==> src/yhr_pkg.sv <==
`timescale 1ns / 1ps
// ----------------------------------------------------------------------------
// YIQ hue rotation package
// Shared register map, configuration struct, color matrices and the
// coefficient quantizer used by the hue rotation pixel pipeline.
// ----------------------------------------------------------------------------
package yhr_pkg;

    localparam int ANGLE_FRAC_BITS = 14;
    localparam int ANGLE_W         = 16;
    localparam int APB_ADDR_W      = 3;
    localparam int APB_DATA_W      = 32;

    // Word index of each register, taken from paddr[2].
    localparam logic REG_COS_ANGLE = 1'b0;
    localparam logic REG_SIN_ANGLE = 1'b1;

    localparam logic signed [ANGLE_W-1:0] COS_RESET = 16'sd16384;
    localparam logic signed [ANGLE_W-1:0] SIN_RESET = 16'sd0;

    typedef struct packed {
        logic signed [ANGLE_W-1:0] cos_angle;
        logic signed [ANGLE_W-1:0] sin_angle;
    } angle_cfg_t;

    // Matrix coefficients in thousandths, row major.
    localparam int FWD_MILLI [9] = '{299, 587, 114, 596, -274, -321, 211, -523, 311};
    localparam int INV_MILLI [9] = '{1000, 956, 621, 1000, -272, -647, 1000, -1107, 1705};

    // Rounds milli / 1000 to frac_bits fractional bits, ties away from zero.
    function automatic longint to_coef(input int milli, input int frac_bits);
        longint scale;
        longint mag;
        scale = longint'(1) <<< frac_bits;
        if (milli >= 0) begin
            mag = longint'(milli);
            return (mag * scale + 64'sd500) / 1000;
        end
        mag = -longint'(milli);
        return -((mag * scale + 64'sd500) / 1000);
    endfunction

endpackage

==> src/yhr_apb_regs.sv <==
`timescale 1ns / 1ps
// ----------------------------------------------------------------------------
// YIQ hue rotation configuration registers
// APB-style slave holding the cosine and sine of the hue angle.
// ----------------------------------------------------------------------------
module yhr_apb_regs (
    input  logic                              clk,
    input  logic                              rst_n,
    input  logic                              psel,
    input  logic                              penable,
    input  logic                              pwrite,
    input  logic [yhr_pkg::APB_ADDR_W-1:0]    paddr,
    input  logic [yhr_pkg::APB_DATA_W-1:0]    pwdata,
    output logic [yhr_pkg::APB_DATA_W-1:0]    prdata,
    output logic                              pready,
    output yhr_pkg::angle_cfg_t               cfg
);

    yhr_pkg::angle_cfg_t cfg_reg;
    logic                wr_en;

    assign pready = 1'b1;
    assign wr_en  = psel && penable && pwrite;
    assign cfg    = cfg_reg;

    always_ff @(posedge clk or negedge rst_n)
    begin
        if (!rst_n)
        begin
            cfg_reg.cos_angle <= yhr_pkg::COS_RESET;
            cfg_reg.sin_angle <= yhr_pkg::SIN_RESET;
        end
        else if (wr_en)
        begin
            case (paddr[2])
                yhr_pkg::REG_COS_ANGLE: cfg_reg.cos_angle <= pwdata[yhr_pkg::ANGLE_W-1:0];
                yhr_pkg::REG_SIN_ANGLE: cfg_reg.sin_angle <= pwdata[yhr_pkg::ANGLE_W-1:0];
                default:                cfg_reg <= cfg_reg;
            endcase
        end
    end

    // Reads return the value sign-extended to the bus width.
    always_comb
    begin
        case (paddr[2])
            yhr_pkg::REG_COS_ANGLE:
                prdata = yhr_pkg::APB_DATA_W'(cfg_reg.cos_angle);
            yhr_pkg::REG_SIN_ANGLE:
                prdata = yhr_pkg::APB_DATA_W'(cfg_reg.sin_angle);
            default:
                prdata = '0;
        endcase
    end

endmodule

==> config.mk <==
export PLATFORM = sky130hd
export DESIGN_NAME = yhr_apb_regs
export DESIGN_NICKNAME = d
export VERILOG_FILES = /design/src/yhr_pkg.sv /design/src/yhr_apb_regs.sv
export SDC_FILE = /design/constraint.sdc
export NUM_CORES = 1
export LEC_CHECK = 0
export ABC_CLOCK_PERIOD_IN_PS = 1300
export BUFFER_PORTS_ARGS = -buffer_cell sky130_fd_sc_hd__buf_2
export CORE_MARGIN = 1
export CORE_UTILIZATION = 42
export DETAILED_ROUTE_END_ITERATION = 10
export PLACE_DENSITY = 0.83
export SYNTH_ARGS = -nofsm -noshare
export SYNTH_HDL_FRONTEND = slang
export SYNTH_SLANG_ARGS = --single-unit
==> constraint.sdc <==
create_clock -name clk -period 1.3 [get_ports clk]
set_input_delay 0.195 -clock clk [delete_from_list [all_inputs] [get_ports clk]]
set_output_delay 0.195 -clock clk [all_outputs]
set_load 0.1 [all_outputs]
==> results of run 1 <==
-- synthesized netlist by cell type, drive strengths merged --
cell type | instances | area share [%]
dfstp | 1 | 1.6
dfrtp | 31 | 49
nand4 | 1 | 1.3
mux2 | 48 | 36
nand4b | 1 | 1.5
conb | 1 | 0.24
buf | 21 | 10
-- cell type report --
type,count,area [um2],share of cell area (%)
Clock inverter,3,42.54,1.234
Multi-Input combinational cell,52,713.2,20.69
Clock buffer,5,68.82,1.996
Sequential cell,32,919.6,26.68
Timing Repair Buffer,121,1643,47.66
Tap cell,48,60.06,1.742
-- kinds of logic after synthesis --
family        count (synthesis)
other cells                   1
flops                        32
buf+inv                      21
mux                          48
simple gates                  2
-- power by group through the flow --
stage	combinational, mW	clock, mW	sequential (mW)
finish	6.78	0.996	1.58
global route	6.87	1.04	1.59
CTS	6.56	0.972	1.50
detailed placement	5.80	0	1.69
global placement	5.74	0	1.65
floorplan	2.67	0	3.19
-- worst reg2reg max path, cell delays in order, from the launching register on --
cell	delay, ps
dfrtp_4	500
buf_4	150
buf_4	140
mux2_2	260
-- through the flow --
stage / cell area, um2 / hold WS, ps
4_1_cts: 3348 / 141.3
3_5_place_dp: 2856 / 282.8
3_3_place_gp: 2856 / 262.5
6_report: 3447 / 142.1
2_1_floorplan: 1844 / -100.6
5_1_grt: 3447 / 149.8
-- worst max path at each step --
| stage | end | slack [ps] | cells past startpoint |
|---|---|---|---|
| 6_report | prdata[17] | -280 | 2 |
| 4_1_cts | prdata[18] | -260 | 2 |
| 3_5_place_dp | cfg[2] | -100 | 4 |
| 2_1_floorplan | prdata[16] | -220 | 2 |
| 5_1_grt | prdata[15] | -300 | 2 |
| 3_3_place_gp | cfg[10] | -40 | 4 |
-- layer usage --
| metal | GRT usage [%] | wire length, um | part of all wire [%] | vias up |
|---|---|---|---|---|
| met5 | 0 | 0 | 0 | - |
| met4 | 16.19 | 172 | 2.6 | 0 |
| met3 | 7.428 | 339 | 5.1 | 11 |
| met2 | 55.19 | 3755 | 57 | 72 |
| met1 | 30.86 | 2358 | 36 | 725 |
| li1 | - | - | - | 558 |
-- repair_timing --
action	in CTS	in global routing
buffers inserted	28	3
setup endpoints to repair	34	54
gates cloned	1	0
endpoints found under the hold margin	31	0
hold buffers	1	0
gates resized for setup	44	22
==> results.md, run 1 <==
- Pwr Density: 2714 mW/mm2
- CP startpoint: cfg[31]
- Max FO, Critical Path: 8
- Initial antenna violation count: 0
- Leak: 1.604 nW
- Total Neg Setup Slack: -7084 ps
- Min-delay src: pwdata[5]
- RSZ-0062 raised after global routing: true
- Post-Synth XOR/XNOR Area: 0%
- Sw Ratio: a little over half
- CP startpoint kind: flop
- Vias per cell: 5.234
- Worst-Skew Late Latency: 290 ps
- Core Area: 0.003661 mm2
- Fill count: around 90
- Initial core utilization: between 40% and 50%
- Syn Nets: ~140
- DIE WIDTH: 63.63 um
- Post-synthesis mux area share: 36.24%
- Detail Placement HPWL: 3147 um
- CP delay by family, top: flip-flops
- GRT overflow: 0
- Post-Route WL: 6626 um
- Slowest cell on crit path: dfrtp_4
- Hold path depth: 2
- Crit path DAT: roughly 1400 ps
- Sw power: between 5 and 6 mW
- Run status: finished with violations
- H-Tree Depth: 2
- Share of total power in the clock network: approximately a tenth
- CTS max path bufs: 2
- R2R Setup Slk: 150 ps
- Fin. max-slew vios: 0
- Worst-path cell chain: mux2_4, buf_6
- RD Place Congestion: a little over 0.7
- Power share of the sequential group: 16.9%
- Initial DRC Count: 69
- Share of cells above drive strength 1: 99.06%
- Main combinational cell family by area after synthesis: multiplexers
- Top achievable clock speed: 632.5 MHz
- Post-synth cell types: 10
- Worst Tran Pin Value: between 700 and 800 ps
- Comb pwr share: 72.5%
- Max reg flops: 32
- # rows: 22
- Post-synthesis adder-cell area fraction: 0%
- Wirelength per Cell: 25.39 um
- ANT nets after route: 0
- Mapped cell area: around 0.0016 mm2
- Input/output buffers: 85
- First-pass DRT Iterations: 4
- Dpl ws: -96.64 ps
- Via count: 1366
- Commonest non-fill, non-tap cells in the layout: 51 x buf_12, 30 x dfrtp_4, 29 x buf_6
- Clock skew: 0 ps
- Largest net degree at the start of global routing: 33
- Fin crit period: 1581 ps
- CTS tree: built
- WP buf/inv: 1
- Syn_area_per_cell: 15.34 um2
- Rel. slew slack: 51.45%
- Diode count: 0
- Die Y: 63.63 um
- Clock sink total: 32
- Hold EP: cfg[21]
- Post-synthesis compound-gate area fraction: 0%
- Failing checks: negative setup slack
- Clk pin slew, worst setup/hold paths: 80 ps
- Slowest Stage Delay on Critical Path: 500 ps
- Cell count of the worst reg-to-reg path: 3
- FF-to-FF Start: cfg[31]
- Final design utilization: a little over nine tenths
- Final Hold Fails: 0
- Die ar.: 0.004049 mm2
- Synth Area in Simple Gates: 2.824%
- GRT Util Overall: 30.08%
- Worst setup margin: -281.0 ps
- Worst Setup End Kind: output port
- First-pass GRT wire length: about 8500 um
- Pwr Total: 9.354 mW
- RR Endpoint: cfg[31]
- I/O pin total: 105
- Post-synthesis sequential area ratio: 50.27%
- TritonCTS Buffers: 5
- Final period util: 121.6%
- Syn Inst Count: 104
- Synth warnings: 0
- FF+latch count, synth: 32
- DP Cell Count: 221
- Critical Path RT: 1110 ps
- Layout area overhead: 116.1%
- Maximum vdd ir drop: about 2100 uV
- Kind of critical path: flop to output port
- Final setup vio count: 36
- Reported max-cap violation count: 0
- Nets@finish: 252
- Internal: 4.318 mW
- Commonest non-fill, non-tap cell in the layout: buf_12
- Hold WC Path Type: input port to flop
- # DRC: 0
- Root Driver: clkbuf_8
- Post-Layout Cell Count: 261
- Vias in the first global route: 1464
No activity file was read; power rests on OpenSTA's default activity.
==> inputs of run 2 (changes only) <==
--- a/config.mk
+++ b/config.mk
@@ -11,6 +11,8 @@
 export CORE_UTILIZATION = 42
 export DETAILED_ROUTE_END_ITERATION = 10
 export PLACE_DENSITY = 0.83
+export RECOVER_POWER = 25
 export SYNTH_ARGS = -nofsm -noshare
 export SYNTH_HDL_FRONTEND = slang
 export SYNTH_SLANG_ARGS = --single-unit
+export TNS_END_PERCENT = 30
==> run 2 against run 1 <==
Compared with the run above: the flow still finishes with violations (negative setup slack); hold slack gained 18 ps; routed wire length down 47%; global-route usage shrank 11 points; sequential share of layout area increased by 6.5 points; highest routed layer unchanged; largest cell class unchanged; critical path depth stayed put; first-iteration DRC count is 59% lower; via count down 19%; clock skew unchanged; register-to-register slack better by 140 ps; worst setup slack gained 46 ps; core utilization down 25 points.
==> results.md, run 2 (same netlist as run 1, synthesis figures left out) <==
- Initial DRC Count: 28
- Met1 WL: 1340 um
- Root Driver: clkbuf_8
- Fin. max-slew vios: 0
- Top achievable clock speed: 651.3 MHz
- Total Neg Setup Slack: -4481 ps
- H-Tree Depth: 2
- WL met2: 1927 um
- Final period util: 118.1%
- First-pass DRT Iterations: 2
- WL met3: 215 um
- Nets@finish: 224
- Final setup vio count: 32
- Failing checks: negative setup slack
- Fill count: 253
- DP Cell Count: between 200 and 250
- Post-Route WL: between 3000 and 4000 um
- Via count: 1107
- Diode count: 0
- Post-CTS Setup Inserts: 0
- Slowest Stage Delay on Critical Path: 490 ps
- Layout area overhead: 59.61%
- Post-Layout Cell Count: between 200 and 250
- RSZ-0062 raised after global routing: true
- Clk pin slew, worst setup/hold paths: 70 ps
- Critical Path RT: approximately 1100 ps
- ANT nets after route: 0
- # DRC: 0
- First-pass GRT wire length: 5671 um
- Input/output buffers: 85
- Largest net degree at the start of global routing: 18
- I/O pin total: 105
- Worst Setup End Kind: output port
- Clock sink total: 32
- CTS max path bufs: 2
- Detail Placement HPWL: 2246 um
- Crit path DAT: ~1300 ps
- Max reg flops: 32
- Max FO, Critical Path: 8
- DIE WIDTH: 63.63 um
- Dpl ws: -42.40 ps
- GRT Util Overall: 18.91%
- WP buf/inv: 1
- Vias per cell: 4.751
- Commonest non-fill, non-tap cells in the layout: 34 x mux2_2, 34 x buf_2, 29 x dfrtp_2
- Flip-flop and latch area: around 850 um2
- Reported max-cap violation count: 0
- Clock skew: 0 ps
- TritonCTS Buffers: 5
- Core Area: 0.003661 mm2
- DR top layer: met4
- Initial core utilization: 43.57%
- Wirelength per Cell: approximately 15 um
- Worst-Skew Late Latency: 270 ps
- Run status: finished with violations
- Kind of critical path: flop to output port
- CTS tree: built
- Hold WC Path Type: input port to flop
- Multi-input gate area: 668.1 um2
- Slowest cell on crit path: dfrtp_4
- Worst-path cell chain: mux2_4, buf_6
- CP startpoint kind: flop
- Final design utilization: 69.55%
- Vias in the first global route: around 1.2k
- Worst setup margin: -235.4 ps
- Die Y: 63.63 um
- RD Place Congestion: roughly 0.71
- GRT overflow: 0
- Fin crit period: approximately 1500 ps
- Initial antenna violation count: 0
- Share of cells above drive strength 1: 97.84%
- # rows: 22
- Die ar.: 0.004049 mm2
- CP delay by family, top: flip-flops
- Final Hold Fails: 0
## run 2: changes by cell type in the layout (fill, tap and decap cells not counted), sizes merged
cell	previous run	this run
buf	120	75
clkbuf	5	24
bufinv	1	0
clkinvlp	1	0
## run 2: final timing paths
path,cells past startpoint,start,slack [ps],end
max,2,cfg[31],-240,prdata[15]
min,2,pwdata[13],160,cfg[13]
max reg2reg,2,cfg[31],290,cfg[31]
min reg2reg,1,cfg[10],530,cfg[10]
max in group asynchronous,3,rst_n,160,cfg[30]
min in group asynchronous,2,rst_n,380,cfg[24]
## run 2: worst reg2reg max path, cell delays in order (launching register included)
cell     delay, ps
dfrtp_4        490
buf_4          150
mux2_2         260
## run 2: timing repair
action                                  4_1_cts  5_1_grt
endpoints found under the hold margin        16        0
gates resized for setup                      72       18
pin swaps                                     0        0
cloned                                        1        0
hold buffers                                  1        0
endpoints found under the setup margin       32       51
## run 2: layer usage
| layer | up-vias | GRT usage (%) |
|---|---|---|
| met3 | 5 | 7.428 |
| met1 | 538 | 20.51 |
| li1 | 508 | - |
| met2 | 56 | 32.05 |
| met5 | - | 0 |
| met4 | 0 | 8.807 |
## run 2: through the flow
stage | hold WS [ps] | instance area (um2)
floorplan | -100.6 | 1718
finish | 160.2 | 2546
detailed placement | 150.4 | 2170
CTS | 152.4 | 2514
global placement | 137.1 | 2170
global route | 147.0 | 2546
## run 2: layout make-up
type	count	share of cell area, %
flip-flops and latches	32	33.22
multi-input cells	52	26.24
clock inverters	1	0.1966
repair buffers	93	34.99
clock buffers	7	2.998
well taps	48	2.359
Power of run 2 is not shown: default switching activity piles up to over one toggle a cycle in this logic, so the estimate is an artifact.
